**src/hdl/hps_pkg.sv**
```systemverilog
// ----------------------------------------------------------------------------
// hps_pkg: shared types and constants for the haptic pattern sequencer
// Register indexes, configuration bundle, field widths and pattern tables.
// ----------------------------------------------------------------------------
`default_nettype none

package hps_pkg;

  localparam int unsigned TIME_W = 32;
  localparam int unsigned TYPE_W = 3;
  localparam int unsigned CONF_W = 13;
  localparam int unsigned STR_W  = 16;
  localparam int unsigned DUTY_W = 8;
  localparam int unsigned GUARD_W = 16;
  localparam int unsigned CFG_ADDR_W = 3;
  localparam int unsigned CFG_DATA_W = 16;

  localparam int unsigned NUM_TYPES = 8;
  localparam int unsigned MAX_STEPS = 5;
  localparam logic [2:0] LAST_STEP = 3'd4;

  typedef enum logic [CFG_ADDR_W-1:0] {
    REG_MOTOR_ENABLE   = 3'd0,
    REG_MIN_CONFIDENCE = 3'd1,
    REG_RETRIGGER_MS   = 3'd2,
    REG_MIN_DUTY       = 3'd3,
    REG_MAX_DUTY       = 3'd4
  } hps_reg_idx_t;

  typedef enum logic {
    OP_EVENT = 1'b0,
    OP_TICK  = 1'b1
  } hps_op_t;

  localparam logic [TYPE_W-1:0] TYPE_VOICE = 3'd0;

  typedef struct packed {
    logic                motor_enable;
    logic [CONF_W-1:0]   min_confidence;
    logic [GUARD_W-1:0]  retrigger_guard_ms;
    logic [DUTY_W-1:0]   min_duty;
    logic [DUTY_W-1:0]   max_duty;
  } hps_cfg_t;

  // Step durations in ms, indexed by pattern type then step.
  localparam logic [7:0] PAT_DUR [NUM_TYPES][MAX_STEPS] = '{
    '{8'd110, 8'd70,  8'd110, 8'd0,  8'd0},
    '{8'd75,  8'd55,  8'd75,  8'd55, 8'd75},
    '{8'd90,  8'd0,   8'd0,   8'd0,  8'd0},
    '{8'd220, 8'd80,  8'd80,  8'd0,  8'd0},
    '{8'd150, 8'd120, 8'd150, 8'd0,  8'd0},
    '{8'd100, 8'd0,   8'd0,   8'd0,  8'd0},
    '{8'd100, 8'd0,   8'd0,   8'd0,  8'd0},
    '{8'd100, 8'd0,   8'd0,   8'd0,  8'd0}
  };

  // Motor on during a step.
  localparam logic [MAX_STEPS-1:0] PAT_ON [NUM_TYPES] = '{
    5'b00101,
    5'b10101,
    5'b00001,
    5'b00101,
    5'b00101,
    5'b00001,
    5'b00001,
    5'b00001
  };

  localparam logic [2:0] PAT_COUNT [NUM_TYPES] = '{
    3'd3, 3'd5, 3'd1, 3'd3, 3'd3, 3'd1, 3'd1, 3'd1
  };

endpackage

`default_nettype wire

```
**src/hdl/hps_in_if.sv**
```systemverilog
// ----------------------------------------------------------------------------
// hps_in_if: input request channel
// Audio events and time ticks, valid/ready handshake.
// ----------------------------------------------------------------------------
`default_nettype none

interface hps_in_if;
  logic                                   valid;
  logic                                   ready;
  logic                                   opcode;
  logic [hps_pkg::TIME_W-1:0]             time_ms;
  logic [hps_pkg::TYPE_W-1:0]             event_type;
  logic [hps_pkg::CONF_W-1:0]             confidence;
  logic signed [hps_pkg::STR_W-1:0]       strength;

  modport source (output valid, opcode, time_ms, event_type, confidence, strength,
                  input ready);
  modport sink   (input valid, opcode, time_ms, event_type, confidence, strength,
                  output ready);
endinterface

`default_nettype wire

```
**src/hdl/hps_out_if.sv**
```systemverilog
// ----------------------------------------------------------------------------
// hps_out_if: result channel
// Motor drive value and status per request, valid/ready handshake.
// ----------------------------------------------------------------------------
`default_nettype none

interface hps_out_if;
  logic                          valid;
  logic                          ready;
  logic [hps_pkg::DUTY_W-1:0]    left_intensity;
  logic                          pattern_active;
  logic                          event_accepted;

  modport source (output valid, left_intensity, pattern_active, event_accepted,
                  input ready);
  modport sink   (input valid, left_intensity, pattern_active, event_accepted,
                  output ready);
endinterface

`default_nettype wire

```
**src/hdl/hps_cfg_if.sv**
```systemverilog
// ----------------------------------------------------------------------------
// hps_cfg_if: configuration write channel
// Register index and write data, valid/ready handshake.
// ----------------------------------------------------------------------------
`default_nettype none

interface hps_cfg_if;
  logic                              valid;
  logic                              ready;
  logic [hps_pkg::CFG_ADDR_W-1:0]    addr;
  logic [hps_pkg::CFG_DATA_W-1:0]    data;

  modport source (output valid, addr, data, input ready);
  modport sink   (input valid, addr, data, output ready);
endinterface

`default_nettype wire

```
**src/hdl/hps_cfg_regs.sv**
```systemverilog
// ----------------------------------------------------------------------------
// hps_cfg_regs: configuration register file
// Always ready; writes to unknown indexes are dropped.
// ----------------------------------------------------------------------------
`default_nettype none

module hps_cfg_regs (
  input  wire logic          clk,
  input  wire logic          rst_n,
  hps_cfg_if.sink            cfg_chan,
  output hps_pkg::hps_cfg_t  cfg
);
  import hps_pkg::*;

  hps_cfg_t cfg_r, cfg_nxt;
  logic     wr;

  assign cfg_chan.ready = 1'b1;
  assign wr = cfg_chan.valid;

  always_comb begin
    cfg_nxt = cfg_r;
    if (wr) begin
      case (cfg_chan.addr)
        REG_MOTOR_ENABLE:   cfg_nxt.motor_enable       = cfg_chan.data[0];
        REG_MIN_CONFIDENCE: cfg_nxt.min_confidence     = cfg_chan.data[CONF_W-1:0];
        REG_RETRIGGER_MS:   cfg_nxt.retrigger_guard_ms = cfg_chan.data[GUARD_W-1:0];
        REG_MIN_DUTY:       cfg_nxt.min_duty           = cfg_chan.data[DUTY_W-1:0];
        REG_MAX_DUTY:       cfg_nxt.max_duty           = cfg_chan.data[DUTY_W-1:0];
        default:            cfg_nxt = cfg_r;
      endcase
    end
  end

  always_ff @(posedge clk) begin
    if (!rst_n) begin
      cfg_r.motor_enable       <= 1'b1;
      cfg_r.min_confidence     <= 13'd2048;
      cfg_r.retrigger_guard_ms <= 16'd500;
      cfg_r.min_duty           <= 8'd80;
      cfg_r.max_duty           <= 8'd255;
    end else begin
      cfg_r <= cfg_nxt;
    end
  end

  assign cfg = cfg_r;

endmodule

`default_nettype wire

```
**src/hdl/hps_core.sv**
```systemverilog
// ----------------------------------------------------------------------------
// hps_core: request register, pattern state update and result register
// One request per cycle unless the output stalls; state is updated in the same pass as the result.
// ----------------------------------------------------------------------------
`default_nettype none

module hps_core (
  input  wire logic          clk,
  input  wire logic          rst_n,
  input  hps_pkg::hps_cfg_t  cfg,
  hps_in_if.sink             in_chan,
  hps_out_if.source          out_chan
);
  import hps_pkg::*;

  // request register
  logic                 iv_r;
  logic                 op_r;
  logic [TIME_W-1:0]    time_r;
  logic [TYPE_W-1:0]    etype_r;
  logic [CONF_W-1:0]    conf_r;
  logic signed [STR_W-1:0] str_r;

  // pattern state
  logic                 active_r, active_nxt;
  logic [TYPE_W-1:0]    ptype_r, ptype_nxt;
  logic [2:0]           step_r, step_nxt;
  logic [DUTY_W-1:0]    pulse_r, pulse_nxt;
  logic [TIME_W-1:0]    start_r, start_nxt;
  logic [TIME_W-1:0]    last_r, last_nxt;
  logic [DUTY_W-1:0]    drive_r, drive_nxt;

  // result register
  logic                 ov_r;
  logic [DUTY_W-1:0]    oint_r;
  logic                 oact_r;
  logic                 oacc_r;

  logic advance, fire, take;
  logic accept;

  assign advance = !ov_r || out_chan.ready;
  assign fire    = iv_r && advance;
  assign in_chan.ready = !iv_r || advance;
  assign take    = in_chan.valid && in_chan.ready;

  // intensity = (min*4096 + s*(max-min) + 2048) >> 12, s clamped to 0..4096
  logic [CONF_W-1:0]        s_clamp;
  logic signed [8:0]        duty_diff;
  logic signed [22:0]       duty_prod;
  logic signed [23:0]       duty_num;
  logic [DUTY_W-1:0]        duty_val;

  always_comb begin
    if (str_r[STR_W-1])
      s_clamp = '0;
    else if (str_r > 16'sd4096)
      s_clamp = 13'd4096;
    else
      s_clamp = str_r[CONF_W-1:0];
    duty_diff = $signed({1'b0, cfg.max_duty}) - $signed({1'b0, cfg.min_duty});
    duty_prod = $signed({1'b0, s_clamp}) * duty_diff;
    duty_num  = $signed({4'b0, cfg.min_duty, 12'h800}) + {duty_prod[22], duty_prod};
    duty_val  = duty_num[19:12];
  end

  // acceptance check for events
  logic [TIME_W-1:0] since_last;
  logic              guard_hold;

  assign since_last = time_r - last_r;
  assign guard_hold = (last_r != '0) && (since_last < {16'b0, cfg.retrigger_guard_ms});
  assign accept = (op_r == OP_EVENT) && cfg.motor_enable && (etype_r == TYPE_VOICE)
               && (conf_r >= cfg.min_confidence) && !guard_hold;

  // tick handling
  logic [2:0]        cur_k;
  logic [2:0]        step_inc;
  logic [2:0]        next_k;
  logic [TIME_W-1:0] elapsed;
  logic              step_done;

  always_comb begin
    cur_k     = (step_r > LAST_STEP) ? LAST_STEP : step_r;
    step_inc  = step_r + 3'd1;
    next_k    = (step_inc > LAST_STEP) ? LAST_STEP : step_inc;
    elapsed   = time_r - start_r;
    step_done = elapsed >= {24'b0, PAT_DUR[ptype_r][cur_k]};
  end

  always_comb begin
    active_nxt = active_r;
    ptype_nxt  = ptype_r;
    step_nxt   = step_r;
    pulse_nxt  = pulse_r;
    start_nxt  = start_r;
    last_nxt   = last_r;
    drive_nxt  = drive_r;
    if (op_r == OP_EVENT) begin
      if (accept) begin
        last_nxt   = time_r;
        pulse_nxt  = duty_val;
        ptype_nxt  = etype_r;
        step_nxt   = 3'd0;
        start_nxt  = time_r;
        active_nxt = 1'b1;
        drive_nxt  = PAT_ON[etype_r][0] ? duty_val : '0;
      end
    end else if (active_r && step_done) begin
      step_nxt = step_inc;
      if (step_inc >= PAT_COUNT[ptype_r]) begin
        active_nxt = 1'b0;
        drive_nxt  = '0;
      end else begin
        start_nxt = time_r;
        drive_nxt = PAT_ON[ptype_r][next_k] ? pulse_r : '0;
      end
    end
  end

  always_ff @(posedge clk) begin
    if (!rst_n) begin
      iv_r     <= 1'b0;
      ov_r     <= 1'b0;
      active_r <= 1'b0;
      ptype_r  <= '0;
      step_r   <= '0;
      pulse_r  <= '0;
      start_r  <= '0;
      last_r   <= '0;
      drive_r  <= '0;
    end else begin
      if (in_chan.ready)
        iv_r <= in_chan.valid;
      if (advance)
        ov_r <= fire;
      if (fire) begin
        active_r <= active_nxt;
        ptype_r  <= ptype_nxt;
        step_r   <= step_nxt;
        pulse_r  <= pulse_nxt;
        start_r  <= start_nxt;
        last_r   <= last_nxt;
        drive_r  <= drive_nxt;
      end
    end
  end

  always_ff @(posedge clk) begin
    if (take) begin
      op_r    <= in_chan.opcode;
      time_r  <= in_chan.time_ms;
      etype_r <= in_chan.event_type;
      conf_r  <= in_chan.confidence;
      str_r   <= in_chan.strength;
    end
    if (fire) begin
      oint_r <= drive_nxt;
      oact_r <= active_nxt;
      oacc_r <= accept;
    end
  end

  assign out_chan.valid          = ov_r;
  assign out_chan.left_intensity = oint_r;
  assign out_chan.pattern_active = oact_r;
  assign out_chan.event_accepted = oacc_r;

  // an idle motor is never driven
  a_idle_quiet: assert property (@(posedge clk) disable iff (!rst_n)
    !active_r |-> drive_r == '0)
    else $error("drive value nonzero while no pattern plays");

  // a started pattern is always reported as playing
  a_acc_active: assert property (@(posedge clk) disable iff (!rst_n)
    ov_r && oacc_r |-> oact_r)
    else $error("accepted event without active pattern");

  // the step counter stays within the pattern while playing
  a_step_range: assert property (@(posedge clk) disable iff (!rst_n)
    active_r |-> step_r < PAT_COUNT[ptype_r])
    else $error("step number past end of pattern");

  // a stalled result holds the pending request in place
  a_stall_hold: assert property (@(posedge clk) disable iff (!rst_n)
    iv_r && !advance |=> iv_r && $stable(time_r))
    else $error("pending request lost during output stall");

  // state only moves when a request is processed
  a_state_hold: assert property (@(posedge clk) disable iff (!rst_n)
    !fire |=> $stable(active_r) && $stable(step_r) && $stable(last_r))
    else $error("pattern state changed without a request");

endmodule

`default_nettype wire

```
**src/hdl/haptic_pattern_sequencer.sv**
```systemverilog
// ----------------------------------------------------------------------------
// haptic_pattern_sequencer: voice-triggered vibration pattern player
// Turns classified audio events and millisecond ticks into a left motor drive.
// ----------------------------------------------------------------------------
// Usage:
//  - in_chan carries one request per handshake: an audio event (opcode 0)
//    or a time tick (opcode 1), with a millisecond timestamp.
//  - out_chan returns exactly one result per request, in order: the current
//    left motor drive, the pattern-playing flag and whether that request
//    started a pattern.
//  - cfg_chan writes the five control registers (enable, confidence
//    threshold, retrigger guard, min/max duty); always ready. Write only
//    while no request is in flight.
//  - An accepted request passes through the request register, then the
//    result register. Throughput: one request per cycle unless stalled;
//    the pattern state is updated in the same pass that forms the result.
//  - Receiver stall: the result register holds, the request register
//    fills, then in_chan.ready drops; nothing is lost or repeated.
//  - Reset (rst_n low, synchronous): registers return to defaults, the
//    pattern stops, no event has been seen yet, both channels are empty.
// ----------------------------------------------------------------------------
`default_nettype none

module haptic_pattern_sequencer (
  input  wire logic  clk,
  input  wire logic  rst_n,
  hps_in_if.sink     in_chan,
  hps_out_if.source  out_chan,
  hps_cfg_if.sink    cfg_chan
);
  import hps_pkg::*;

  hps_cfg_t cfg;

  // control registers
  hps_cfg_regs u_cfg (
    .clk      (clk),
    .rst_n    (rst_n),
    .cfg_chan (cfg_chan),
    .cfg      (cfg)
  );

  // request handling and pattern sequencing
  hps_core u_core (
    .clk      (clk),
    .rst_n    (rst_n),
    .cfg      (cfg),
    .in_chan  (in_chan),
    .out_chan (out_chan)
  );

endmodule

`default_nettype wire
```
**src/flat_wrapper.sv**
```systemverilog
// flat-port wrapper written by rule: the top's interface ports become plain ports
module haptic_pattern_sequencer_flat import hps_pkg::*;
  (clk, rst_n, in_chan_valid, in_chan_opcode, in_chan_time_ms, in_chan_event_type, in_chan_confidence, in_chan_strength, in_chan_ready, out_chan_valid, out_chan_left_intensity, out_chan_pattern_active, out_chan_event_accepted, out_chan_ready, cfg_chan_valid, cfg_chan_addr, cfg_chan_data, cfg_chan_ready);
  hps_in_if in_chan_i ();
  hps_out_if out_chan_i ();
  hps_cfg_if cfg_chan_i ();
  input  wire logic clk;
  input  wire logic rst_n;
  input wire logic [$bits(in_chan_i.valid)-1:0] in_chan_valid;
  input wire logic [$bits(in_chan_i.opcode)-1:0] in_chan_opcode;
  input wire logic [$bits(in_chan_i.time_ms)-1:0] in_chan_time_ms;
  input wire logic [$bits(in_chan_i.event_type)-1:0] in_chan_event_type;
  input wire logic [$bits(in_chan_i.confidence)-1:0] in_chan_confidence;
  input wire logic [$bits(in_chan_i.strength)-1:0] in_chan_strength;
  output wire logic [$bits(in_chan_i.ready)-1:0] in_chan_ready;
  output wire logic [$bits(out_chan_i.valid)-1:0] out_chan_valid;
  output wire logic [$bits(out_chan_i.left_intensity)-1:0] out_chan_left_intensity;
  output wire logic [$bits(out_chan_i.pattern_active)-1:0] out_chan_pattern_active;
  output wire logic [$bits(out_chan_i.event_accepted)-1:0] out_chan_event_accepted;
  input wire logic [$bits(out_chan_i.ready)-1:0] out_chan_ready;
  input wire logic [$bits(cfg_chan_i.valid)-1:0] cfg_chan_valid;
  input wire logic [$bits(cfg_chan_i.addr)-1:0] cfg_chan_addr;
  input wire logic [$bits(cfg_chan_i.data)-1:0] cfg_chan_data;
  output wire logic [$bits(cfg_chan_i.ready)-1:0] cfg_chan_ready;
  assign in_chan_i.valid = in_chan_valid;
  assign in_chan_i.opcode = in_chan_opcode;
  assign in_chan_i.time_ms = in_chan_time_ms;
  assign in_chan_i.event_type = in_chan_event_type;
  assign in_chan_i.confidence = in_chan_confidence;
  assign in_chan_i.strength = in_chan_strength;
  assign in_chan_ready = in_chan_i.ready;
  assign out_chan_valid = out_chan_i.valid;
  assign out_chan_left_intensity = out_chan_i.left_intensity;
  assign out_chan_pattern_active = out_chan_i.pattern_active;
  assign out_chan_event_accepted = out_chan_i.event_accepted;
  assign out_chan_i.ready = out_chan_ready;
  assign cfg_chan_i.valid = cfg_chan_valid;
  assign cfg_chan_i.addr = cfg_chan_addr;
  assign cfg_chan_i.data = cfg_chan_data;
  assign cfg_chan_ready = cfg_chan_i.ready;
  haptic_pattern_sequencer u_core (.clk(clk), .rst_n(rst_n), .in_chan(in_chan_i), .out_chan(out_chan_i), .cfg_chan(cfg_chan_i));
endmodule
```
**config.mk**
```make
export PLATFORM = sky130hd
export DESIGN_NAME = haptic_pattern_sequencer_flat
export DESIGN_NICKNAME = d
export VERILOG_FILES = /design/src/hdl/hps_pkg.sv /design/src/hdl/hps_in_if.sv /design/src/hdl/hps_out_if.sv /design/src/hdl/hps_cfg_if.sv /design/src/hdl/hps_cfg_regs.sv /design/src/hdl/hps_core.sv /design/src/hdl/haptic_pattern_sequencer.sv /design/src/flat_wrapper.sv
export SDC_FILE = /design/constraint.sdc
export NUM_CORES = 1
export LEC_CHECK = 0
export BUFFER_PORTS_ARGS = -buffer_cell sky130_fd_sc_hd__buf_2
export CELL_PAD_IN_SITES_DETAIL_PLACEMENT = 1
export CELL_PAD_IN_SITES_GLOBAL_PLACEMENT = 1
export CORE_MARGIN = 2
export CORE_UTILIZATION = 45
export CTS_BUF_LIST = sky130_fd_sc_hd__clkbuf_8
export CTS_CLUSTER_SIZE = 10
export DETAILED_ROUTE_END_ITERATION = 10
export GPL_TIMING_DRIVEN = 0
export PLACE_DENSITY = 0.76
export SETUP_SLACK_MARGIN = 0.3
export SYNTH_ARGS = -nofsm -noshare
export SYNTH_HDL_FRONTEND = slang
export SYNTH_SLANG_ARGS = --single-unit
```
**constraint.sdc**
```tcl
create_clock -name clk -period 7.81 [get_ports clk]
set_input_delay 0.781 -clock clk [delete_from_list [all_inputs] [get_ports clk]]
set_output_delay 0.781 -clock clk [all_outputs]
set_load 0.1 [all_outputs]
```
== Word level (Yosys, flattened, before mapping) ==
Memory sizes are Yosys's and may differ from the RTL's.
Index checks and enable logic that the tools add are counted.
W data, S select, Z words.
Word-level totals
  memories: 4
  input bits: 89
  output and inout bits: 13
  word-level logic and storage cells: 112
  bits in read-only memories: 424
  flip-flop bits (word level): 210
Cells by class
  add/sub/neg operators: 5
  order comparisons: 11
  equal/unequal tests: 6
  bitwise operators: 4
  $mul: 1
  mux-type cells: 34
  reductions and logical operators: 25
Memories
  (name not given): depth 8, width 40, rd ports 1, clocked after Yosys merged registers in 0, wr ports 0, line hps_core.sv:88  | step_done = elapsed >= {24'b0, PAT_DUR[ptype_r][cur_k]};
  (name not given): depth 8, width 5, rd ports 1, clocked after Yosys merged registers in 0, wr ports 0, line hps_core.sv:116  | drive_nxt = PAT_ON[ptype_r][next_k] ? pulse_r : '0;
  (name not given): depth 8, width 5, rd ports 1, clocked after Yosys merged registers in 0, wr ports 0, line hps_core.sv:107  | drive_nxt = PAT_ON[etype_r][0] ? duty_val : '0;
  (name not given): depth 8, width 3, rd ports 1, clocked after Yosys merged registers in 0, wr ports 0, line hps_core.sv:111  | if (step_inc >= PAT_COUNT[ptype_r]) begin
Operator list (number)
  $mux W32: 4
  $mux W40: 2
  $mux W8: 8
  $sub A32 B32 Y32: 2
  $ge A32 B8 Y1: 1
  $lt A32 B16 Y1: 1
  $reduce_bool A32 Y1: 1
  $mux W13: 2
  $bmux W8 S3: 1
  $mux W3: 7
  $add A20 B20 Y20: 1
  $mul A14 B9 Y20: 1
  $gt A16 B14 Y1 const B: 1
  $ge A13 B13 Y1: 1
  $ge A4 B4 Y1 const B: 3
  $not A3 Y4: 3
  $mux W5: 2
  $reduce_and A2 Y1: 5
  $sub A8 B8 Y9: 1
  $logic_and A1 B1 Y1: 8
  $mux W1: 7
  $eq A3 B2 Y1 const B: 2
  $gt A3 B3 Y1 const B: 2
  $logic_not A3 Y1: 2
  other kinds (14): 18

== Logic depth before layout (Yosys ltp) ==
Gate-level depths: netlist (run 1).
  word-level depth: 11
  gate-level depth with buffers: 31
  depth with buffers taken out: 30

== Cells and area by module ==
From an unflattened synthesis (run 1), not the netlist that was laid out.
Second synthesis, totals
  cell total of the unflattened synthesis: 1927
  area, all modules: 16985.0 µm²
By module, submodules not included
  hps_core: cells each 1741, instances 1, area each 15092.0 µm², seq. area each 4033.9 µm²
  hps_cfg_regs: cells each 186, instances 1, area each 1893.1 µm², seq. area each 920.9 µm²

== Worst setup path after synthesis (run 1) ==
Ideal clock, no wire load.
  path kind: flip-flop to flip-flop
  start point: register u_core.u_cfg.cfg_r (netlist bit u_core.u_cfg.cfg[10])
  end point: register u_core.u_core.oint_r[7], in the netlist u_core.u_core.out_chan.left_intensity[7] (data pin)
  data required time: 7.548 ns
  slack: 0.723 ns
  setup time: 0.262 ns
  arrival: 6.825 ns
  cell stages (with the launch flop): 26
  path buffers: 0
  clock period less this slack: 7.087 ns
  cell sequence: dfxtp_1 > inv_1 > ha_1 > nor2b_1 > o21ai_0 > a21oi_1 > o41ai_1 > inv_1 > a21oi_1 > fa_1 > fa_1 > fa_1 > fa_1 > inv_1 > fa_1 > inv_1 > ha_1 > and3_1 > a221oi_1 > nor2b_1 > o21a_1 > o21a_1 > o41ai_1 > xnor2_1 > a22oi_1 > nand2_1
Between the ends
  cells in the longest elaborated chain, start to end: 6
RTL lines
  start, declared: line hps_cfg_regs.sv:15  | hps_cfg_t cfg_r, cfg_nxt;
  start signal, assigned: line hps_cfg_regs.sv:43  | cfg_r <= cfg_nxt;
  $sub A8 B8 Y9: line hps_core.sv:61  | duty_diff = $signed({1'b0, cfg.max_duty}) - $signed({1'b0, cfg.min_duty});
  $mul A14 B9 Y20: line hps_core.sv:62  | duty_prod = $signed({1'b0, s_clamp}) * duty_diff;
  $add A20 B20 Y20 (*): line hps_core.sv:63  | duty_num = $signed({4'b0, cfg.min_duty, 12'h800}) + {duty_prod[22], duty_prod};
  $mux W8 (*): line hps_core.sv:107
  $mux W8 (*): line hps_core.sv:100  | if (accept) begin
  $mux W8 (*): line hps_core.sv:99  | if (op_r == OP_EVENT) begin
  net u_core.u_core.drive_nxt[7]: line hps_core.sv:31  | logic [DUTY_W-1:0] drive_r, drive_nxt;
  end signal, assigned: line hps_core.sv:158  | oint_r <= drive_nxt;
  end, declared: line hps_core.sv:35  | logic [DUTY_W-1:0] oint_r;
The timed path passes the listed nets; every way through them passes the cells marked *.
A chain may end at the register's enable or synchronous reset.

== Final worst setup path (run 1) ==
  start point: register u_core.u_cfg.cfg_r (netlist bit u_core.u_cfg.cfg[13])
  end point: register u_core.u_core.oint_r[7], in the netlist u_core.u_core.out_chan.left_intensity[7] (data pin)
The elaborated chain is that of the path after synthesis.

==> out/results.tsv, run 1 <==
metric	value	unit
crit_required	8110	ps
clock-skew-final	26.81	ps
status	completed	
timing.reg2reg.worst_path_depth	25	
crit_type	reg -> reg	
path_common_cell	sky130_fd_sc_hd__fa_1	
rsz0062_at_grt	no	
number_of_inserted_filler_cells_in_the_final_layout	4319	
finalWirelength	49.40	mm
std_cell_rows	69	
yosys_warning_total	0	
synth-seq-cells	210	
drc_errors	0	
synthesis.area_per_instance	8.485	sq um
syn_area	16350	sq um
worst_hold_path.num_cells	1	
critical-path-slowest-cell	sky130_fd_sc_hd__fa_1	
initial_core_util	45.86	%
netlist_instances	1927	
peak_ir_drop_on_the_vdd_network	0.1481	mV
layout.cell_area.non_filler	18760	sq um
worstPathMaxFanout	5	
numCtsBuffers	39	
synthDistinctLibCells	77	
placeableCoreArea	35660	sq um
grt_start_max_net_pins	37	
synth_top_area_share	16.53	%
slew_viol_final	0	
syn-num-nets	2256	
clkSlewWorstSetupHoldPaths	80	ps
grt_antenna_before_repair	0	
worst-endpoint-arrival	7570	ps
critical-path-max-stage-delay	590	ps
mean_routed_wirelength_per_cell	19.13	microns
dp_hpwl	39.22	mm
gp_congestion	0.8940	
post_layout_util	52.60	%
synth_async_sr_flop_share	0	%
area_growth_syn_to_layout	14.71	%
seq_area_frac_synth	30.30	%
grt_pass1_wl	79.74	mm
fp.dieH	194.6	microns
detailedRoute.firstPassIterationCount	4	
drt.antenna.violating_nets	0	
post_dp_cell_area	17450	sq um
design.portCount	102	
maxCapViolCount	0	
endpoint_kind	register	
cts_htree_levels	2	
power_density	160.3	nW/um^2
timing.critical_path.from_type	register	
total_grt_overflow	0	
post_route_cells_drive_above_1_share	13.34	%
yosysMostFrequentCell	sky130_fd_sc_hd__nand2_1	
detailroute.via_count	14250	
number_of_enable_flip_flop_cells_after_synthesis	75	
final_hold_viol_count	0	
min_path_type	in -> reg	
library_cell_with_the_largest_summed_area_after_synthesis	sky130_fd_sc_hd__dfxtp_1	
numClockSinks	210	
cts_tree	done	
worst_pin_slew	1192	ps
die-area	37880	sq um
power.leakage	7.763	nW
slew_headroom	19.86	%
finalSetupViolCount	0	
n_antenna_cell	0	
fin_nets	2421	
list_of_most_frequent_post_synthesis_cells	sky130_fd_sc_hd__nand2_1 (295), sky130_fd_sc_hd__inv_1 (226), sky130_fd_sc_hd__ha_1 (153)	
vias_in_the_first_global_route	15200	
drt_iter0_drc	582	
clk-insertion-delay-late	580	ps
floorplan.die.width	194.6	microns
post_synth_main_area_contributors	sky130_fd_sc_hd__dfxtp_1 (17%), sky130_fd_sc_hd__edfxtp_1 (14%), sky130_fd_sc_hd__ha_1 (12%), sky130_fd_sc_hd__fa_1 (11%), sky130_fd_sc_hd__nand2_1 (6.8%)	
numPortBuffers	100	
synth_top_flop_cell	sky130_fd_sc_hd__dfxtp_1	
min_period_over_period	93.12	%
cts_root_buf	sky130_fd_sc_hd__clkbuf_8	
post_layout_min_period	7272	ps
cts.path.max_buffers	3	
fmaxAchievable	137.5	MHz
track_usage	26.22	%
avgViaCountPerCell	5.518	
## routing by layer
metal,track usage [%],routed length (microns),vias up
met3,3.175,1454,95
met1,32.48,21660,6957
met2,46.49,24500,230
met4,10.28,1783,0
li1,-,-,6972
met5,0,0,-
## power breakdown
group          internal, W  total [W]  switching (W)
clock network     0.000602    0.00111       0.000510
registers          0.00117    0.00120      0.0000328
logic             0.000273   0.000694       0.000421
## cell type report
type	count	area [sq um]	area share (%)
multi-input combinational	1417	10510	56.01
sequential	210	4960	26.44
inverter	227	854.6	4.556
timing repair buffer	124	693.2	3.696
clock buffer	45	619.3	3.302
tap	461	576.8	3.075
buffer	73	356.6	1.901
clock inverter	26	190.2	1.014
## kinds of logic (layout without fill, tap and decap cells)
logic type                 Yosys count  count (layout)  share of synthesized area [%]
and+or+nand+nor                    669             669                          18.67
AOI/OAI and AO/OA                  413             413                          16.15
buffers and inverters              300             495                          7.147
adders and majority gates          240             240                          22.36
DFF                                210             210                          30.30
xor gates and xnor gates            54              54                          2.893
muxes                               40              40                          2.449
other                                1               1                        0.02293
## state kept, by name (all words and copies together), names as in the netlist
signal	cells
u_core.u_core.start_r	32
u_core.u_core.etype_r	3
u_core.u_core.iv_r	1
u_core.u_core.last_r	32
u_core.u_core.out_chan.left_intensity	8
u_core.u_core.out_chan.valid	1
u_core.u_core.pulse_r	8
u_core.u_core.active_r	1
u_core.u_core.op_r	1
u_core.u_core.time_r	32
u_core.u_core.ptype_r	3
u_core.u_core.conf_r	13
u_core.u_core.drive_r	8
u_core.u_cfg.cfg	46
u_core.u_core.str_r	16
u_core.u_core.out_chan.event_accepted	1
u_core.u_core.step_r	3
u_core.u_core.out_chan.pattern_active	1
## critical path: cells and delay by family (launching register included)
kind                       cells  cell delay (ps)
DFF                            1              350
AOI/OAI and AO/OA              9             2010
adders and majority gates      7             2940
and+or+nand+nor                5              800
buffers and inverters          2              340
xor gates and xnor gates       2              570
## worst paths after layout
check / slack [ps] / from / endpoint
min reg2reg: 460 / u_core.u_core.start_r[9]$_SDFFE_PN0P_ / u_core.u_core.start_r[9]$_SDFFE_PN0P_
max: 540 / u_core.u_cfg.cfg[13]$_SDFFE_PN0P_ / u_core.u_core.out_chan.left_intensity[7]$_DFFE_PP_
min: 380 / in_chan_strength[12] / u_core.u_core.str_r[12]$_DFFE_PP_
max reg2reg: 540 / u_core.u_cfg.cfg[13]$_SDFFE_PN0P_ / u_core.u_core.out_chan.left_intensity[7]$_DFFE_PP_
## repair_timing
item / in CTS / in global routing
hold buffers: 0 / 0
resized for setup: 51 / 22
pin swaps: 23 / 44
buffers inserted: 15 / 8
gates cloned: 0 / 0
endpoints found under the setup margin: 20 / 8
## through the flow
| stage | setup slack, ps | cells | hold WS, ps | setup TNS, ps | power [W] |
|---|---|---|---|---|---|
| final | 537.6 | 2583 | 379.2 | 0 | 0.003006 |
| after global routing | 285.2 | 2583 | 345.1 | 0 | 0.003175 |
| after CTS | 306.8 | 2575 | 337.0 | 0 | 0.003018 |
| after detailed placement | -1089 | 2489 | 447.5 | -6786 | 0.001854 |
| after global placement | -885.5 | 2488 | 441.9 | -4464 | 0.001833 |
| after floorplan | 723.1 | 1927 | 434.7 | 0 | 0.001657 |
## cells in the final DEF (no fill, tap or decap), types with 35 or more instances in the layout
cell,n
sky130_fd_sc_hd__clkbuf_1,49
sky130_fd_sc_hd__edfxtp_1,75
sky130_fd_sc_hd__a21oi_1,118
sky130_fd_sc_hd__nor2_1,116
sky130_fd_sc_hd__o21ai_0,93
sky130_fd_sc_hd__nand2_1,295
sky130_fd_sc_hd__ha_1,146
sky130_fd_sc_hd__xnor2_1,35
sky130_fd_sc_hd__nand3_1,79
sky130_fd_sc_hd__inv_1,230
sky130_fd_sc_hd__fa_1,83
sky130_fd_sc_hd__mux2i_1,40
sky130_fd_sc_hd__clkbuf_8,48
sky130_fd_sc_hd__a21o_1,36
sky130_fd_sc_hd__buf_2,110
sky130_fd_sc_hd__dfxtp_1,133
No activity file was read; power rests on OpenSTA's default activity.
==> run 2, diff against run 1 <==
--- a/config.mk
+++ b/config.mk
@@ -14,8 +14,9 @@
 export CTS_CLUSTER_SIZE = 10
 export DETAILED_ROUTE_END_ITERATION = 10
 export GPL_TIMING_DRIVEN = 0
-export PLACE_DENSITY = 0.76
+export PLACE_DENSITY = 0.75
 export SETUP_SLACK_MARGIN = 0.3
 export SYNTH_ARGS = -nofsm -noshare
 export SYNTH_HDL_FRONTEND = slang
+export SYNTH_HIERARCHICAL = 1
 export SYNTH_SLANG_ARGS = --single-unit
==> run 2 against run 1 <==
  * Clock power up 9.9%
  * Global-route usage up 0.12 points
  * Synthesized area up 3.9%
  * Sequential share of layout area down 1.2 points
  * Combinational power down 3.6%
  * Wire length up 4.1%
  * Cell count up 2.7%
  * Worst hold slack worse by 39 ps
  * Fmax down 4.7%
  * Power up 2.7%
  * Via count up 2.0%
  * Non-clock buffer count up 11
  * Critical path type unchanged
==> out/results.tsv, run 2 <==
metric	value	unit
drt.antenna.violating_nets	0	
min_path_type	in -> reg	
synth_top_flop_cell	sky130_fd_sc_hd__dfxtp_1	
tot_pwr	0.003087	W
totalNegativeSetupSlack	0	ps
die-area	39320	sq um
drc_errors	0	
crit_type	reg -> reg	
dp_hpwl	39.94	mm
placeableCoreArea	37400	sq um
drt_iter0_drc	645	
worst_pin_slew	934.9	ps
synth_top_area_share	15.91	%
yosysMostFrequentCell	sky130_fd_sc_hd__nand2_1	
post-place-cells	2539	
gp_congestion	0.9139	
finalWirelength	51.43	mm
clock-skew-final	51.52	ps
cts_htree_levels	2	
post_synth_main_area_contributors	sky130_fd_sc_hd__dfxtp_1 (16%), sky130_fd_sc_hd__edfxtp_1 (13%), sky130_fd_sc_hd__ha_1 (11%), sky130_fd_sc_hd__fa_1 (10%), sky130_fd_sc_hd__mux2i_1 (7.2%)	
cts.path.max_buffers	3	
yosys_warning_total	6	
status	completed	
mean_routed_wirelength_per_cell	19.39	microns
synthDistinctLibCells	93	
netlist_instances	1927	
final_hold_viol_count	0	
endpoint_kind	register	
syn-num-nets	2256	
track_usage	26.35	%
finish.cell_count_without_fillers	2652	
post_layout_util	52.54	%
path_common_cell	sky130_fd_sc_hd__fa_1	
number_of_enable_flip_flop_cells_after_synthesis	75	
slew_viol_final	0	
cts_tree	done	
clkSlewWorstSetupHoldPaths	70	ps
fmaxAchievable	131.1	MHz
number_of_inserted_filler_cells_in_the_final_layout	4447	
multiInputGateArea	11030	sq um
worstPathMaxFanout	3	
numPortBuffers	100	
critical-path-max-stage-delay	520	ps
layout.cells.most_common_list	sky130_fd_sc_hd__nand2_1 (287), sky130_fd_sc_hd__inv_1 (242), sky130_fd_sc_hd__ha_1 (149), sky130_fd_sc_hd__dfxtp_1 (133)	
detailedRoute.firstPassIterationCount	5	
cts_root_buf	sky130_fd_sc_hd__clkbuf_8	
numClockSinks	210	
synth_async_sr_flop_share	0	%
synthesis.area_per_instance	8.814	sq um
finalSetupViolCount	0	
cts_hold_repair.buffers	0	
min_period_over_period	97.69	%
fp.dieH	198.3	microns
net-switching-power	0.0009618	W
numCtsBuffers	41	
detailroute.via_count	14530	
grt_pass1_wl	80.90	mm
clk-insertion-delay-late	610	ps
worst-endpoint-arrival	7970	ps
list_of_most_frequent_post_synthesis_cells	sky130_fd_sc_hd__nand2_1 (288), sky130_fd_sc_hd__inv_1 (237), sky130_fd_sc_hd__ha_1 (153)	
library_cell_with_the_largest_summed_area_after_synthesis	sky130_fd_sc_hd__dfxtp_1	
crit_required	8150	ps
power_density	157.1	nW/um^2
grt_start_max_net_pins	37	
area_growth_syn_to_layout	15.70	%
post_route_cells_drive_above_1_share	14.06	%
timing.critical_path.from_type	register	
avgViaCountPerCell	5.480	
rsz0062_at_grt	yes	
maxCapViolCount	0	
mostFrequentLayoutCell	sky130_fd_sc_hd__nand2_1	
peak_ir_drop_on_the_vdd_network	0.1221	mV
n_antenna_cell	0	
initial_core_util	45.42	%
vias_in_the_first_global_route	15380	
seq_power_share	38.9	%
share_clk_of_total_power	39.5	%
std_cell_rows	71	
power_report.internal_total	0.002125	W
sw_frac_of_total	31.16	%
total_grt_overflow	0	
synth-seq-cells	210	
design.portCount	102	
comb_power_share	21.7	%
fin_nets	2437	
critical-path-slowest-cell	sky130_fd_sc_hd__fa_1	
syn_area	16990	sq um
grt_antenna_before_repair	2	
final-seq-area	4960	sq um
seq_area_frac_synth	29.17	%
largest_reg_flops	46	
slew_headroom	37.67	%
floorplan.die.width	198.3	microns
post_layout_min_period	7629	ps
worst_hold_slack	340.0	ps
power.leakage	8.501	nW
## run 2: cell types whose count changed after synthesis, moves of 9 or more
| cell | change |
|---|---|
| sky130_fd_sc_hd__a32oi_1 | +9 |
| sky130_fd_sc_hd__xor2_1 | +10 |
| sky130_fd_sc_hd__mux2i_1 | +82 |
| sky130_fd_sc_hd__nand3_1 | -37 |
| sky130_fd_sc_hd__o31ai_1 | -9 |
| sky130_fd_sc_hd__or2_2 | -9 |
| sky130_fd_sc_hd__nand4_1 | -11 |
| sky130_fd_sc_hd__clkbuf_1 | -9 |
| sky130_fd_sc_hd__o21ai_0 | -28 |
| sky130_fd_sc_hd__inv_1 | +11 |
| sky130_fd_sc_hd__o211ai_1 | -10 |
| sky130_fd_sc_hd__nor2b_1 | +22 |
| sky130_fd_sc_hd__a21o_1 | -10 |
| sky130_fd_sc_hd__a21oi_1 | -19 |
## run 2: layout make-up
type,instances,share of cell area [%]
multi-input cells,1409,56.12
flip-flops and latches,210,25.24
inverters,238,4.546
repair buffers,138,4.189
clock buffers,48,3.362
well taps,511,3.254
plain buffers,70,2.069
clock inverters,28,1.222
## run 2: worst paths after layout
path                                               from                                                 end  slack [ps]  depth (start not counted)
setup / recovery       u_core/u_cfg/cfg[9]$_SDFFE_PN0P_  u_core/u_core/out_chan.left_intensity[7]$_DFFE_PP_         180                         29
hold / removal                     in_chan_strength[10]                   u_core/u_core/str_r[10]$_DFFE_PP_         340                          1
setup reg to reg       u_core/u_cfg/cfg[9]$_SDFFE_PN0P_  u_core/u_core/out_chan.left_intensity[7]$_DFFE_PP_         180                         29
hold reg to reg   u_core/u_core/pulse_r[3]$_SDFFE_PN0P_               u_core/u_core/pulse_r[3]$_SDFFE_PN0P_         460                          2
## run 2: logic make-up (layout without fill, tap and decap cells)
logic type      count (synthesis)  in the layout  share of synthesized area, %
other cells                     1              1                       0.02208
mux                           124            124                         7.322
simple gates                  634            634                         17.43
compound gates                351            351                         13.87
fa+ha+maj                     240            240                         21.52
flops                         210            210                         29.17
xor+xnor                       59             59                         3.042
buf+inv                       308            522                         7.617
## run 2: power groups by stage
stage	registers (W)	clock network, W	logic (W)
after global routing	0.00120	0.00130	0.000743
after detailed placement	0.00122	0	0.000613
after floorplan	0.00123	0	0.000415
final	0.00120	0.00122	0.000669
after global placement	0.00122	0	0.000590
after CTS	0.00120	0.00126	0.000634
## run 2: worst max-delay path: cells and delay by family, from the launching register on
family                     cells  cell delay, ps
buffers and inverters          4             350
AOI/OAI and AO/OA              7            1850
and+or+nand+nor                9            1360
xor gates and xnor gates       2             390
DFF                            1             350
adders and majority gates      7            3090
## run 2: timing repair
action,CTS,global route
gates resized for setup,33,30
hold endpoints to repair,0,0
pin swaps,11,33
setup endpoints to repair,18,16
setup buffers,19,18
## run 2: metal layers
layer  share of wire [%]  GRT usage (%)
met1                  44          33.32
met2                  49          45.61
met3                 4.5          4.888
met4                 2.5          7.881
met5               0.035              0
## run 2: stage by stage
stage / cell area (sq um) / setup WS, ps
2_1_floorplan: 16990 / 653.0
3_3_place_gp: 18120 / -457.1
3_5_place_dp: 18150 / -509.6
4_1_cts: 19370 / 307.5
5_1_grt: 19650 / -72.79
6_report: 19650 / 180.6
